===== config.mk =====
export PLATFORM = sky130hd
export DESIGN_NAME = crc_protected_word_store
export DESIGN_NICKNAME = d
export VERILOG_FILES = /design/src/design/cpws_pkg.sv /design/src/design/cpws_ctrl.sv /design/src/design/cpws_dpath.sv /design/src/design/crc_protected_word_store.sv
export SDC_FILE = /design/constraint.sdc
export NUM_CORES = 2
export LEC_CHECK = 0
export BUFFER_PORTS_ARGS = -buffer_cell sky130_fd_sc_hd__buf_2
export CAP_MARGIN = 20
export CORE_MARGIN = 8
export CORE_UTILIZATION = 32
export CTS_CLUSTER_DIAMETER = 40
export DETAILED_ROUTE_END_ITERATION = 8
export GPL_TIMING_DRIVEN = 1
export SLEW_MARGIN = 15
export SYNTH_ARGS = -nofsm -noshare
export SYNTH_HDL_FRONTEND = slang
export SYNTH_HIERARCHICAL = 1
export SYNTH_SLANG_ARGS = --single-unit

===== constraint.sdc =====
create_clock -name clk_i -period 4.3 [get_ports clk_i]
set_input_delay 0.43 -clock clk_i [delete_from_list [all_inputs] [get_ports clk_i]]
set_output_delay 0.43 -clock clk_i [all_outputs]
set_load 0.05 [all_outputs]

===== src/design/cpws_pkg.sv =====
`timescale 1ns / 1ps

package cpws_pkg;

  // Fixed field widths
  localparam int unsigned WORD_W   = 16;
  localparam int unsigned IDX_IN_W = 8;
  localparam int unsigned SLOT_W   = 6;
  localparam int unsigned ACTION_W = 3;
  localparam int unsigned KIND_W   = 2;

  localparam logic [WORD_W-1:0] MAGIC_VALUE = 16'hA55A;
  localparam logic [WORD_W-1:0] CRC_SEED    = 16'hFFFF;
  localparam logic [WORD_W-1:0] CRC_POLY    = 16'hA001;
  localparam logic [WORD_W-1:0] BLANK_WORD  = 16'hFFFF;

  // Request kinds; codes 5 to 7 are ignored
  typedef enum logic [ACTION_W-1:0] {
    ACT_WRITE = 3'd0,
    ACT_READ  = 3'd1,
    ACT_LOAD  = 3'd2,
    ACT_CHECK = 3'd3,
    ACT_SAVE  = 3'd4
  } action_e;

  typedef enum logic [KIND_W-1:0] {
    RK_READ  = 2'd0,
    RK_CHECK = 2'd1,
    RK_SAVE  = 2'd2
  } result_kind_e;

  // Read address source of the word memory
  typedef enum logic [2:0] {
    RS_CNT,
    RS_CNT_NEXT,
    RS_ITEM,
    RS_MAGIC,
    RS_LAST
  } rd_sel_e;

  typedef enum logic {
    WS_INPUT,
    WS_CRC
  } wr_sel_e;

  typedef enum logic [3:0] {
    ST_IDLE,
    ST_READ,
    ST_READ_EMIT,
    ST_CRC_RD,
    ST_CRC_A,
    ST_CRC_B,
    ST_CHK_MAGIC,
    ST_CHK_MW,
    ST_CHK_EMIT,
    ST_SAVE_WR,
    ST_SAVE_RD,
    ST_SAVE_EMIT
  } state_e;

  // Controller to datapath
  typedef struct packed {
    logic         item_load;
    logic         rd_en;
    rd_sel_e      rd_sel;
    logic         wr_en;
    wr_sel_e      wr_sel;
    logic         crc_init;
    logic         crc_xor;
    logic         crc_shift;
    logic         cnt_clr;
    logic         cnt_inc;
    logic         magic_chk;
    logic         out_load;
    result_kind_e out_kind;
  } cmd_t;

  // Datapath to controller
  typedef struct packed {
    logic out_free;
    logic cnt_last;
    logic cnt_last_data;
    logic in_wr_ok;
    logic in_ld_ok;
  } sts_t;

  // Eight reflected CRC shifts, half of one word
  function automatic logic [WORD_W-1:0] crc_step8(input logic [WORD_W-1:0] c);
    logic [WORD_W-1:0] r;
    r = c;
    for (int b = 0; b < 8; b++) begin
      r = r[0] ? ((r >> 1) ^ CRC_POLY) : (r >> 1);
    end
    return r;
  endfunction

endpackage


===== src/design/cpws_ctrl.sv =====
`timescale 1ns / 1ps

module cpws_ctrl (
  input  logic                              clk_i,
  input  logic                              rst_ni,
  input  logic                              in_valid_i,
  input  logic [cpws_pkg::ACTION_W-1:0]     in_action_i,
  output logic                              in_ready_o,
  input  cpws_pkg::sts_t                    sts_i,
  output cpws_pkg::cmd_t                    cmd_o
);

  cpws_pkg::state_e state_q, state_d;
  logic             save_q, save_d;

  // State register
  always_ff @(posedge clk_i or negedge rst_ni) begin
    if (!rst_ni) begin
      state_q <= cpws_pkg::ST_IDLE;
      save_q  <= 1'b0;
    end else begin
      state_q <= state_d;
      save_q  <= save_d;
    end
  end

  // Next state and commands
  always_comb begin
    state_d    = state_q;
    save_d     = save_q;
    in_ready_o = 1'b0;
    cmd_o      = '0;
    cmd_o.rd_sel   = cpws_pkg::RS_CNT;
    cmd_o.wr_sel   = cpws_pkg::WS_INPUT;
    cmd_o.out_kind = cpws_pkg::RK_READ;

    case (state_q)
      cpws_pkg::ST_IDLE: begin
        in_ready_o = 1'b1;
        if (in_valid_i) begin
          case (in_action_i)
            cpws_pkg::ACT_WRITE: begin
              cmd_o.wr_en = sts_i.in_wr_ok;
            end
            cpws_pkg::ACT_LOAD: begin
              cmd_o.wr_en = sts_i.in_ld_ok;
            end
            cpws_pkg::ACT_READ: begin
              cmd_o.item_load = 1'b1;
              state_d         = cpws_pkg::ST_READ;
            end
            cpws_pkg::ACT_CHECK: begin
              cmd_o.cnt_clr  = 1'b1;
              cmd_o.crc_init = 1'b1;
              save_d         = 1'b0;
              state_d        = cpws_pkg::ST_CRC_RD;
            end
            cpws_pkg::ACT_SAVE: begin
              cmd_o.cnt_clr  = 1'b1;
              cmd_o.crc_init = 1'b1;
              save_d         = 1'b1;
              state_d        = cpws_pkg::ST_CRC_RD;
            end
            default: ;
          endcase
        end
      end

      cpws_pkg::ST_READ: begin
        cmd_o.rd_en  = 1'b1;
        cmd_o.rd_sel = cpws_pkg::RS_ITEM;
        state_d      = cpws_pkg::ST_READ_EMIT;
      end

      cpws_pkg::ST_READ_EMIT: begin
        if (sts_i.out_free) begin
          cmd_o.out_load = 1'b1;
          cmd_o.out_kind = cpws_pkg::RK_READ;
          state_d        = cpws_pkg::ST_IDLE;
        end
      end

      // CRC walk over the data words: fetch, then two half-word steps
      cpws_pkg::ST_CRC_RD: begin
        cmd_o.rd_en  = 1'b1;
        cmd_o.rd_sel = cpws_pkg::RS_CNT;
        state_d      = cpws_pkg::ST_CRC_A;
      end

      cpws_pkg::ST_CRC_A: begin
        cmd_o.crc_xor = 1'b1;
        state_d       = cpws_pkg::ST_CRC_B;
      end

      cpws_pkg::ST_CRC_B: begin
        cmd_o.crc_shift = 1'b1;
        if (sts_i.cnt_last_data) begin
          state_d = save_q ? cpws_pkg::ST_SAVE_WR : cpws_pkg::ST_CHK_MAGIC;
        end else begin
          cmd_o.cnt_inc = 1'b1;
          cmd_o.rd_en   = 1'b1;
          cmd_o.rd_sel  = cpws_pkg::RS_CNT_NEXT;
          state_d       = cpws_pkg::ST_CRC_A;
        end
      end

      cpws_pkg::ST_CHK_MAGIC: begin
        cmd_o.rd_en  = 1'b1;
        cmd_o.rd_sel = cpws_pkg::RS_MAGIC;
        state_d      = cpws_pkg::ST_CHK_MW;
      end

      cpws_pkg::ST_CHK_MW: begin
        cmd_o.magic_chk = 1'b1;
        cmd_o.rd_en     = 1'b1;
        cmd_o.rd_sel    = cpws_pkg::RS_LAST;
        state_d         = cpws_pkg::ST_CHK_EMIT;
      end

      cpws_pkg::ST_CHK_EMIT: begin
        if (sts_i.out_free) begin
          cmd_o.out_load = 1'b1;
          cmd_o.out_kind = cpws_pkg::RK_CHECK;
          state_d        = cpws_pkg::ST_IDLE;
        end
      end

      // Store the fresh CRC, then stream out every word
      cpws_pkg::ST_SAVE_WR: begin
        cmd_o.wr_en   = 1'b1;
        cmd_o.wr_sel  = cpws_pkg::WS_CRC;
        cmd_o.cnt_clr = 1'b1;
        state_d       = cpws_pkg::ST_SAVE_RD;
      end

      cpws_pkg::ST_SAVE_RD: begin
        cmd_o.rd_en  = 1'b1;
        cmd_o.rd_sel = cpws_pkg::RS_CNT;
        state_d      = cpws_pkg::ST_SAVE_EMIT;
      end

      cpws_pkg::ST_SAVE_EMIT: begin
        if (sts_i.out_free) begin
          cmd_o.out_load = 1'b1;
          cmd_o.out_kind = cpws_pkg::RK_SAVE;
          if (sts_i.cnt_last) begin
            state_d = cpws_pkg::ST_IDLE;
          end else begin
            cmd_o.cnt_inc = 1'b1;
            cmd_o.rd_en   = 1'b1;
            cmd_o.rd_sel  = cpws_pkg::RS_CNT_NEXT;
          end
        end
      end

      default: begin
        state_d = cpws_pkg::ST_IDLE;
      end
    endcase
  end

endmodule


===== src/design/cpws_dpath.sv =====
`timescale 1ns / 1ps

module cpws_dpath #(
  parameter int unsigned STORE_WORDS = 64
) (
  input  logic                              clk_i,
  input  logic                              rst_ni,
  input  logic [23:0]                       in_data_i,     // word_index, word_value
  input  logic [cpws_pkg::SLOT_W-1:0]       magic_slot_i,
  input  cpws_pkg::cmd_t                    cmd_i,
  output cpws_pkg::sts_t                    sts_o,
  input  logic                              out_ready_i,
  output logic                              out_valid_o,
  output logic [cpws_pkg::KIND_W-1:0]       out_kind_o,
  output logic [cpws_pkg::SLOT_W-1:0]       out_index_o,
  output logic [cpws_pkg::WORD_W-1:0]       out_word_o,
  output logic                              out_store_valid_o,
  output logic                              out_last_o
);

  localparam int unsigned IW = $clog2(STORE_WORDS);
  localparam logic [8:0]    SW9       = 9'(STORE_WORDS);
  localparam logic [IW-1:0] LAST_ADDR = IW'(STORE_WORDS - 1);
  localparam logic [IW-1:0] LAST_DATA = IW'(STORE_WORDS - 2);

  logic [cpws_pkg::IDX_IN_W-1:0] in_idx;
  logic [cpws_pkg::WORD_W-1:0]   in_val;
  logic [8:0]                    in_idx_w9;

  logic [cpws_pkg::WORD_W-1:0] words_q [STORE_WORDS];
  logic [STORE_WORDS-1:0]      vld_q;
  logic [cpws_pkg::WORD_W-1:0] rd_data_q;
  logic                        rd_vld_q;
  logic [cpws_pkg::WORD_W-1:0] word_rd;

  logic [IW-1:0]               rd_addr, wr_addr, cnt_next;
  logic [cpws_pkg::WORD_W-1:0] wr_data;
  logic [IW-1:0]               cnt_q, cnt_d;
  logic [8:0]                  cnt_w9, item_w9, mag_w9;
  logic [cpws_pkg::IDX_IN_W-1:0] item_idx_q;
  logic                        item_ok_q;
  logic [cpws_pkg::WORD_W-1:0] crc_q, crc_d;
  logic                        magic_ok_q;
  logic                        mag_in_range;

  logic                        out_valid_q, out_valid_d;
  logic [cpws_pkg::KIND_W-1:0] out_kind_q;
  logic [cpws_pkg::SLOT_W-1:0] out_index_q;
  logic [cpws_pkg::WORD_W-1:0] out_word_q;
  logic                        out_sv_q;
  logic                        out_last_q;

  assign in_idx    = in_data_i[7:0];
  assign in_val    = in_data_i[23:8];
  assign in_idx_w9 = {1'b0, in_idx};
  assign cnt_w9    = 9'(cnt_q);
  assign item_w9   = {1'b0, item_idx_q};
  assign mag_w9    = 9'(magic_slot_i);
  assign cnt_next  = cnt_q + IW'(1);
  assign mag_in_range = mag_w9 < SW9;

  // Status to the controller
  assign sts_o.out_free      = !out_valid_q || out_ready_i;
  assign sts_o.cnt_last      = cnt_q == LAST_ADDR;
  assign sts_o.cnt_last_data = cnt_q == LAST_DATA;
  assign sts_o.in_wr_ok      = in_idx_w9 < (SW9 - 9'd1);
  assign sts_o.in_ld_ok      = in_idx_w9 < SW9;

  // Read address select
  always_comb begin
    case (cmd_i.rd_sel)
      cpws_pkg::RS_CNT:      rd_addr = cnt_q;
      cpws_pkg::RS_CNT_NEXT: rd_addr = cnt_next;
      cpws_pkg::RS_ITEM:     rd_addr = item_w9[IW-1:0];
      cpws_pkg::RS_MAGIC:    rd_addr = mag_w9[IW-1:0];
      cpws_pkg::RS_LAST:     rd_addr = LAST_ADDR;
      default:               rd_addr = cnt_q;
    endcase
  end

  // Write port select
  always_comb begin
    case (cmd_i.wr_sel)
      cpws_pkg::WS_CRC: begin
        wr_addr = LAST_ADDR;
        wr_data = crc_q;
      end
      default: begin
        wr_addr = in_idx_w9[IW-1:0];
        wr_data = in_val;
      end
    endcase
  end

  // Word memory, one write and one registered read per cycle
  always_ff @(posedge clk_i) begin
    if (cmd_i.wr_en) begin
      words_q[wr_addr] <= wr_data;
    end
    if (cmd_i.rd_en) begin
      rd_data_q <= words_q[rd_addr];
    end
  end

  // Written flags: an unwritten word reads as zero
  always_ff @(posedge clk_i or negedge rst_ni) begin
    if (!rst_ni) begin
      vld_q    <= '0;
      rd_vld_q <= 1'b0;
    end else begin
      if (cmd_i.wr_en) begin
        vld_q[wr_addr] <= 1'b1;
      end
      if (cmd_i.rd_en) begin
        rd_vld_q <= vld_q[rd_addr];
      end
    end
  end

  assign word_rd = rd_vld_q ? rd_data_q : '0;

  // Word counter
  always_comb begin
    cnt_d = cnt_q;
    if (cmd_i.cnt_clr) begin
      cnt_d = '0;
    end else if (cmd_i.cnt_inc) begin
      cnt_d = cnt_next;
    end
  end

  always_ff @(posedge clk_i or negedge rst_ni) begin
    if (!rst_ni) begin
      cnt_q <= '0;
    end else begin
      cnt_q <= cnt_d;
    end
  end

  // CRC register, half a word per cycle
  always_comb begin
    crc_d = crc_q;
    if (cmd_i.crc_init) begin
      crc_d = cpws_pkg::CRC_SEED;
    end else if (cmd_i.crc_xor) begin
      crc_d = cpws_pkg::crc_step8(crc_q ^ word_rd);
    end else if (cmd_i.crc_shift) begin
      crc_d = cpws_pkg::crc_step8(crc_q);
    end
  end

  // Request capture, CRC and magic verdict
  always_ff @(posedge clk_i) begin
    crc_q <= crc_d;
    if (cmd_i.item_load) begin
      item_idx_q <= in_idx;
      item_ok_q  <= sts_o.in_ld_ok;
    end
    if (cmd_i.magic_chk) begin
      magic_ok_q <= mag_in_range && (word_rd == cpws_pkg::MAGIC_VALUE);
    end
  end

  // Output register
  assign out_valid_d = cmd_i.out_load ? 1'b1 : (out_ready_i ? 1'b0 : out_valid_q);

  always_ff @(posedge clk_i or negedge rst_ni) begin
    if (!rst_ni) begin
      out_valid_q <= 1'b0;
    end else begin
      out_valid_q <= out_valid_d;
    end
  end

  always_ff @(posedge clk_i) begin
    if (cmd_i.out_load) begin
      out_kind_q <= cmd_i.out_kind;
      case (cmd_i.out_kind)
        cpws_pkg::RK_CHECK: begin
          out_index_q <= '0;
          out_word_q  <= '0;
          out_sv_q    <= magic_ok_q && (word_rd == crc_q);
          out_last_q  <= 1'b1;
        end
        cpws_pkg::RK_SAVE: begin
          out_index_q <= cnt_w9[cpws_pkg::SLOT_W-1:0];
          out_word_q  <= word_rd;
          out_sv_q    <= 1'b0;
          out_last_q  <= sts_o.cnt_last;
        end
        default: begin
          out_index_q <= '0;
          out_word_q  <= item_ok_q ? word_rd : cpws_pkg::BLANK_WORD;
          out_sv_q    <= 1'b0;
          out_last_q  <= 1'b1;
        end
      endcase
    end
  end

  assign out_valid_o       = out_valid_q;
  assign out_kind_o        = out_kind_q;
  assign out_index_o       = out_index_q;
  assign out_word_o        = out_word_q;
  assign out_store_valid_o = out_sv_q;
  assign out_last_o        = out_last_q;

`ifndef SYNTHESIS
  // A pending result is never overwritten
  a_no_overwrite: assert property (@(posedge clk_i) disable iff (!rst_ni)
    cmd_i.out_load |-> (!out_valid_q || out_ready_i))
    else $error("result register overwritten while held");

  // The word counter never wraps
  a_cnt_no_wrap: assert property (@(posedge clk_i) disable iff (!rst_ni)
    cmd_i.cnt_inc |-> (cnt_q != LAST_ADDR))
    else $error("word counter wrapped");

  // The CRC slot is written only at the end of the data walk
  a_crc_store: assert property (@(posedge clk_i) disable iff (!rst_ni)
    (cmd_i.wr_en && cmd_i.wr_sel == cpws_pkg::WS_CRC) |-> (cnt_q == LAST_DATA))
    else $error("CRC stored before the data walk completed");

  // A saved word leaves only after a read of the same slot
  a_save_read: assert property (@(posedge clk_i) disable iff (!rst_ni)
    (cmd_i.out_load && cmd_i.out_kind == cpws_pkg::RK_SAVE) |=>
      out_index_q == $past(cnt_w9[cpws_pkg::SLOT_W-1:0]))
    else $error("saved word index mismatch");
`endif

endmodule


===== src/design/crc_protected_word_store.sv =====
`timescale 1ns / 1ps

// Shadow store of STORE_WORDS 16-bit words; the top word holds a CRC-16/MODBUS
// (seed 0xFFFF, reflected polynomial 0xA001, word-wise) over all words below it,
// and the word at magic_slot must hold 0xA55A. Requests come in on the slave
// stream, with the action in tuser. Write and load give no result; a read
// gives one word (0xFFFF past the end). Check and save walk the data words
// through a single-read-port memory and a CRC unit that does eight bit-shifts
// a cycle, taking each word in halves: a check gives one verdict; a save
// computes and stores the CRC, then fetches word 0 and streams all
// STORE_WORDS words out at one per cycle while the sink is ready, tlast on
// the final one. A new request is taken once the previous one has been
// handed to the result register. The store reads as all zero after reset;
// no clearing pass is needed. magic_slot is set through the APB port at
// address 0.
module crc_protected_word_store #(
  parameter int unsigned STORE_WORDS = 64
) (
  input  logic        clk_i,
  input  logic        rst_ni,
  // request stream
  input  logic        s_axis_tvalid_i,
  output logic        s_axis_tready_o,
  input  logic [23:0] s_axis_tdata_i,   // [7:0] word_index, [23:8] word_value
  input  logic [2:0]  s_axis_tuser_i,   // [2:0] action
  // result stream
  output logic        m_axis_tvalid_o,
  input  logic        m_axis_tready_i,
  output logic [23:0] m_axis_tdata_o,   // [5:0] out_index, [21:6] out_word,
                                        // [22] store_valid, [23] zero
  output logic [1:0]  m_axis_tuser_o,   // [1:0] result_kind
  output logic        m_axis_tlast_o,   // last_of_run
  // configuration
  input  logic        psel,
  input  logic        penable,
  input  logic        pwrite,
  input  logic [2:0]  paddr,
  input  logic [31:0] pwdata,
  output logic [31:0] prdata,
  output logic        pready
);

  localparam logic REG_MAGIC_SLOT = 1'b0;

  logic [cpws_pkg::SLOT_W-1:0] magic_slot_q;
  cpws_pkg::cmd_t              cmd;
  cpws_pkg::sts_t              sts;
  logic [cpws_pkg::SLOT_W-1:0] out_index;
  logic [cpws_pkg::WORD_W-1:0] out_word;
  logic                        out_sv;

  // Configuration register
  assign pready = 1'b1;

  always_ff @(posedge clk_i or negedge rst_ni) begin
    if (!rst_ni) begin
      magic_slot_q <= '0;
    end else if (psel && penable && pwrite && pready && paddr[2] == REG_MAGIC_SLOT) begin
      magic_slot_q <= pwdata[cpws_pkg::SLOT_W-1:0];
    end
  end

  assign prdata = (paddr[2] == REG_MAGIC_SLOT) ? {26'd0, magic_slot_q} : 32'd0;

  cpws_ctrl u_ctrl (
    .clk_i       (clk_i),
    .rst_ni      (rst_ni),
    .in_valid_i  (s_axis_tvalid_i),
    .in_action_i (s_axis_tuser_i),
    .in_ready_o  (s_axis_tready_o),
    .sts_i       (sts),
    .cmd_o       (cmd)
  );

  cpws_dpath #(
    .STORE_WORDS (STORE_WORDS)
  ) u_dpath (
    .clk_i             (clk_i),
    .rst_ni            (rst_ni),
    .in_data_i         (s_axis_tdata_i),
    .magic_slot_i      (magic_slot_q),
    .cmd_i             (cmd),
    .sts_o             (sts),
    .out_ready_i       (m_axis_tready_i),
    .out_valid_o       (m_axis_tvalid_o),
    .out_kind_o        (m_axis_tuser_o),
    .out_index_o       (out_index),
    .out_word_o        (out_word),
    .out_store_valid_o (out_sv),
    .out_last_o        (m_axis_tlast_o)
  );

  assign m_axis_tdata_o = {1'b0, out_sv, out_word, out_index};

endmodule

==> reports/summary.txt <==
status - finished clean
worst r2r src - u_dpath/cnt_q[1]$_DFFE_PN0P_
layout cells sized above 1 - 23.57%
CTS Buf Count - 143
area delta synth->final - 24.45%
crit end category - flip-flop
biggest area contributors in the synthesized netlist - edfxtp_1 (66%), nand2_1 (6.4%), dfrtp_1 (4.3%), a311oi_1 (2.9%), nand3_1 (2.6%)
initial antenna violation count - 8
post-synthesis async set-or-reset flop share - 7.076%
Clock Sinks - 1,173
min-delay src - s_axis_tdata_i[5]
Port Buffers - 74
flip-flop and latch area - 34,650 um^2
DRT iter0 DRCs - 3,808
Max-slew headroom - 23.37%
Final ANT Viol Nets - 0
Worst-Margin Slew - 1150 ps
fmax - 235.6 MHz
multi-input logic area - 13,530 um^2
final worst-path setup slack - 54.96 ps
Worst EP required - 4800 ps
cells after synthesis - 3,725
worst path cell trace - ha_2, nand3_2, nor2_1, or3_4, o21ai_4, buf_6, mux2_4, a211oi_4, and2_4, buf_12, buf_12, buf_4, a311oi_1, buf_4, a31oi_1, o22ai_1, or4_1
Critical Path Slowest Stage Cell - or4_1
largest net degree at the start of global routing - 60
Most used DFF post-synth - edfxtp_1
CTS tree - built
Max Root-Sink Buffers - 3
Root Driver - clkbuf_16
Setup CP Type - flip-flop to flip-flop
Worst Hold Class - input pin to flip-flop
clk_lat worst skew - 770 ps
Seq/Total Area, Yosys - 70.97%
top-area cell type share of the netlist area - 66.06%
Routed WL - 146,800 um
fillers - 14,050
chip width - 406.6 um
number of detailed-route iterations in the first pass - 6
vias - 33,050
setup violators final - 0
Placement Rows - 143
total gr overflow - 0
die footprint - 165,300 um^2
Final HPWL DP - 91,380 um
Max Cap Viol - 0
delay of the slowest cell on the worst path - 530 ps
clk_skew - 21.79 ps
Worst EP arrival - 4750 ps
vias in the first global route - 32,060
WL/cell - 23.26 um
Synth cell types - 83
Cell Area, Synth - 48,820 um^2
final RePlAce weighted congestion - 0.8698
most numerous cell in the Yosys netlist - edfxtp_1
Setup crit start - u_dpath/cnt_q[1]$_DFFE_PN0P_
post-synth top area cell - edfxtp_1
final slew viol count - 0
unrepaired setup endpoints after global routing - yes
Ports - 131
#FFs+latches synth - 1,173
most frequent cells after synthesis - edfxtp_1 (1,074), nand2_1 (833), nand3_1 (250)
Total GRT Usage - 17.03%
Core Area - 151,700 um^2
YS warnings - 6
endpoints failing hold - 0
buffers and inverters on the worst path - 5
largest fanout on the critical path - 12
DR vias/cell - 5.236
first-pass GRT wire length - 211,600 um
Place WS - -270.3 ps
Die H - 406.6 um
DRC - 0
Initial Util - 32.18%
Clock Pin Slew Worst Setup and Hold Paths - 60 ps
Final min period - 4245 ps
startpoint types - flip-flop
nets - 4,240
syn_area_per_cell - 13.11 um^2
period utilization - 98.72%
CP top delay family - simple AND/OR/NAND/NOR gates
CTS H-tree depth - 4
EDFF count, synth - 1,074
per-stage QoR:
step	area (um^2)	hold slack, ps	util (%)	std cells	setup TNS, ps
6_report	60760	111.9	40.04	6311	0
3_3_place_gp	54630	445.0	36.00	6007	-2447
2_1_floorplan	48920	134.4	-	3751	0
3_5_place_dp	54640	447.7	36.01	6009	-3006
4_1_cts	59950	44.78	39.51	6293	-20.66
5_1_grt	60750	79.98	40.04	6310	-267.2
cell usage in the layout, fill, tap and decap left out, types with 16 or more instances in the layout:
cell type,count
clkinv_2,17
a311oi_2,22
buf_2,73
nor2_1,110
a211oi_1,135
edfxtp_1,1074
a311oi_1,140
a31oi_1,44
clkbuf_16,158
bufinv_16,17
o21ai_0,21
mux2i_1,39
nor2b_1,17
conb_1,28
dfxtp_1,16
buf_6,20
nor3b_1,17
mux2_2,23
or2_2,65
o31a_1,16
or4_1,17
a21oi_1,20
buf_4,395
xnor2_1,31
dfrtp_1,83
and3_1,158
a211oi_2,23
buf_12,57
clkbuf_1,22
nand3_1,248
nand2_1,833
metal layers:
layer	up-vias	routed length, um	part of all wire [%]	global-route usage, %
met5	-	0	0	0
met4	0	5640	3.8	6.822
met3	252	11100	7.6	2.875
met2	1355	69190	47	27.69
met1	16520	60850	41	22.71
li1	14920	-	-	-
path summary, 6_finish.rpt:
path	end	slack, ps	cells after the start
setup / recovery	u_dpath/rd_data_q[5]$_DFFE_PP_	50	17
hold / removal	u_dpath/item_idx_q[5]$_DFFE_PP_	110	1
setup reg to reg	u_dpath/rd_data_q[5]$_DFFE_PP_	50	17
hold reg to reg	u_dpath/vld_q[56]$_DFFE_PN0P_	460	1
max in group asynchronous	u_dpath/vld_q[9]$_DFFE_PN0P_	2970	3
min in group asynchronous	u_dpath/vld_q[24]$_DFFE_PN0P_	350	2
repair_timing:
action / CTS / global route
pin swaps: 12 / 45
hold endpoints to repair: 70 / 0
hold buffers: 15 / 0
endpoints found under the setup margin: 17 / 17
cloned: 1 / 6
setup buffers: 7 / 14
resized for setup: 21 / 120
flip-flops by register name, summed over array words and instances (netlist names):
register,cells
u_dpath/cnt_q,6
u_dpath/out_word_o,16
u_dpath/out_valid_o,1
u_dpath/magic_ok_q,1
u_dpath/crc_q,16
u_dpath/words_q,1024
u_ctrl/save_q,1
u_dpath/item_ok_q,1
u_dpath/rd_vld_q,1
u_dpath/out_kind_o,2
u_dpath/item_idx_q,6
magic_slot_q,6
u_dpath/rd_data_q,16
u_dpath/out_store_valid_o,1
u_dpath/out_index_o,6
u_dpath/vld_q,64
u_dpath/out_last_o,1
u_ctrl/state_q,4
logic make-up after synthesis:
logic type / count (synthesis) / share of synthesized area [%]
AND/OR/NAND/NOR: 1577 / 14.97
flip-flops: 1173 / 70.97
AO/OA/AOI/OAI: 541 / 8.663
buffers and inverters: 314 / 2.940
multiplexers: 64 / 1.392
XOR/XNOR: 47 / 0.8714
adder cells (fa/ha/maj): 7 / 0.1794
other: 2 / 0.01538
area by class of cell:
| cell class | instances | share of cell area (%) |
|---|---|---|
| well taps | 2030 | 4.181 |
| inverters | 13 | 0.08032 |
| clock buffers | 179 | 6.510 |
| repair buffers | 569 | 8.341 |
| flip-flops and latches | 1173 | 57.03 |
| clock inverters | 82 | 1.590 |
| diodes | 1 | 0.004119 |
| multi-input cells | 2264 | 22.27 |
Power is left out: the tool's default activity adds up to more than one toggle a clock period on the data nets, which glitch-free logic cannot reach.
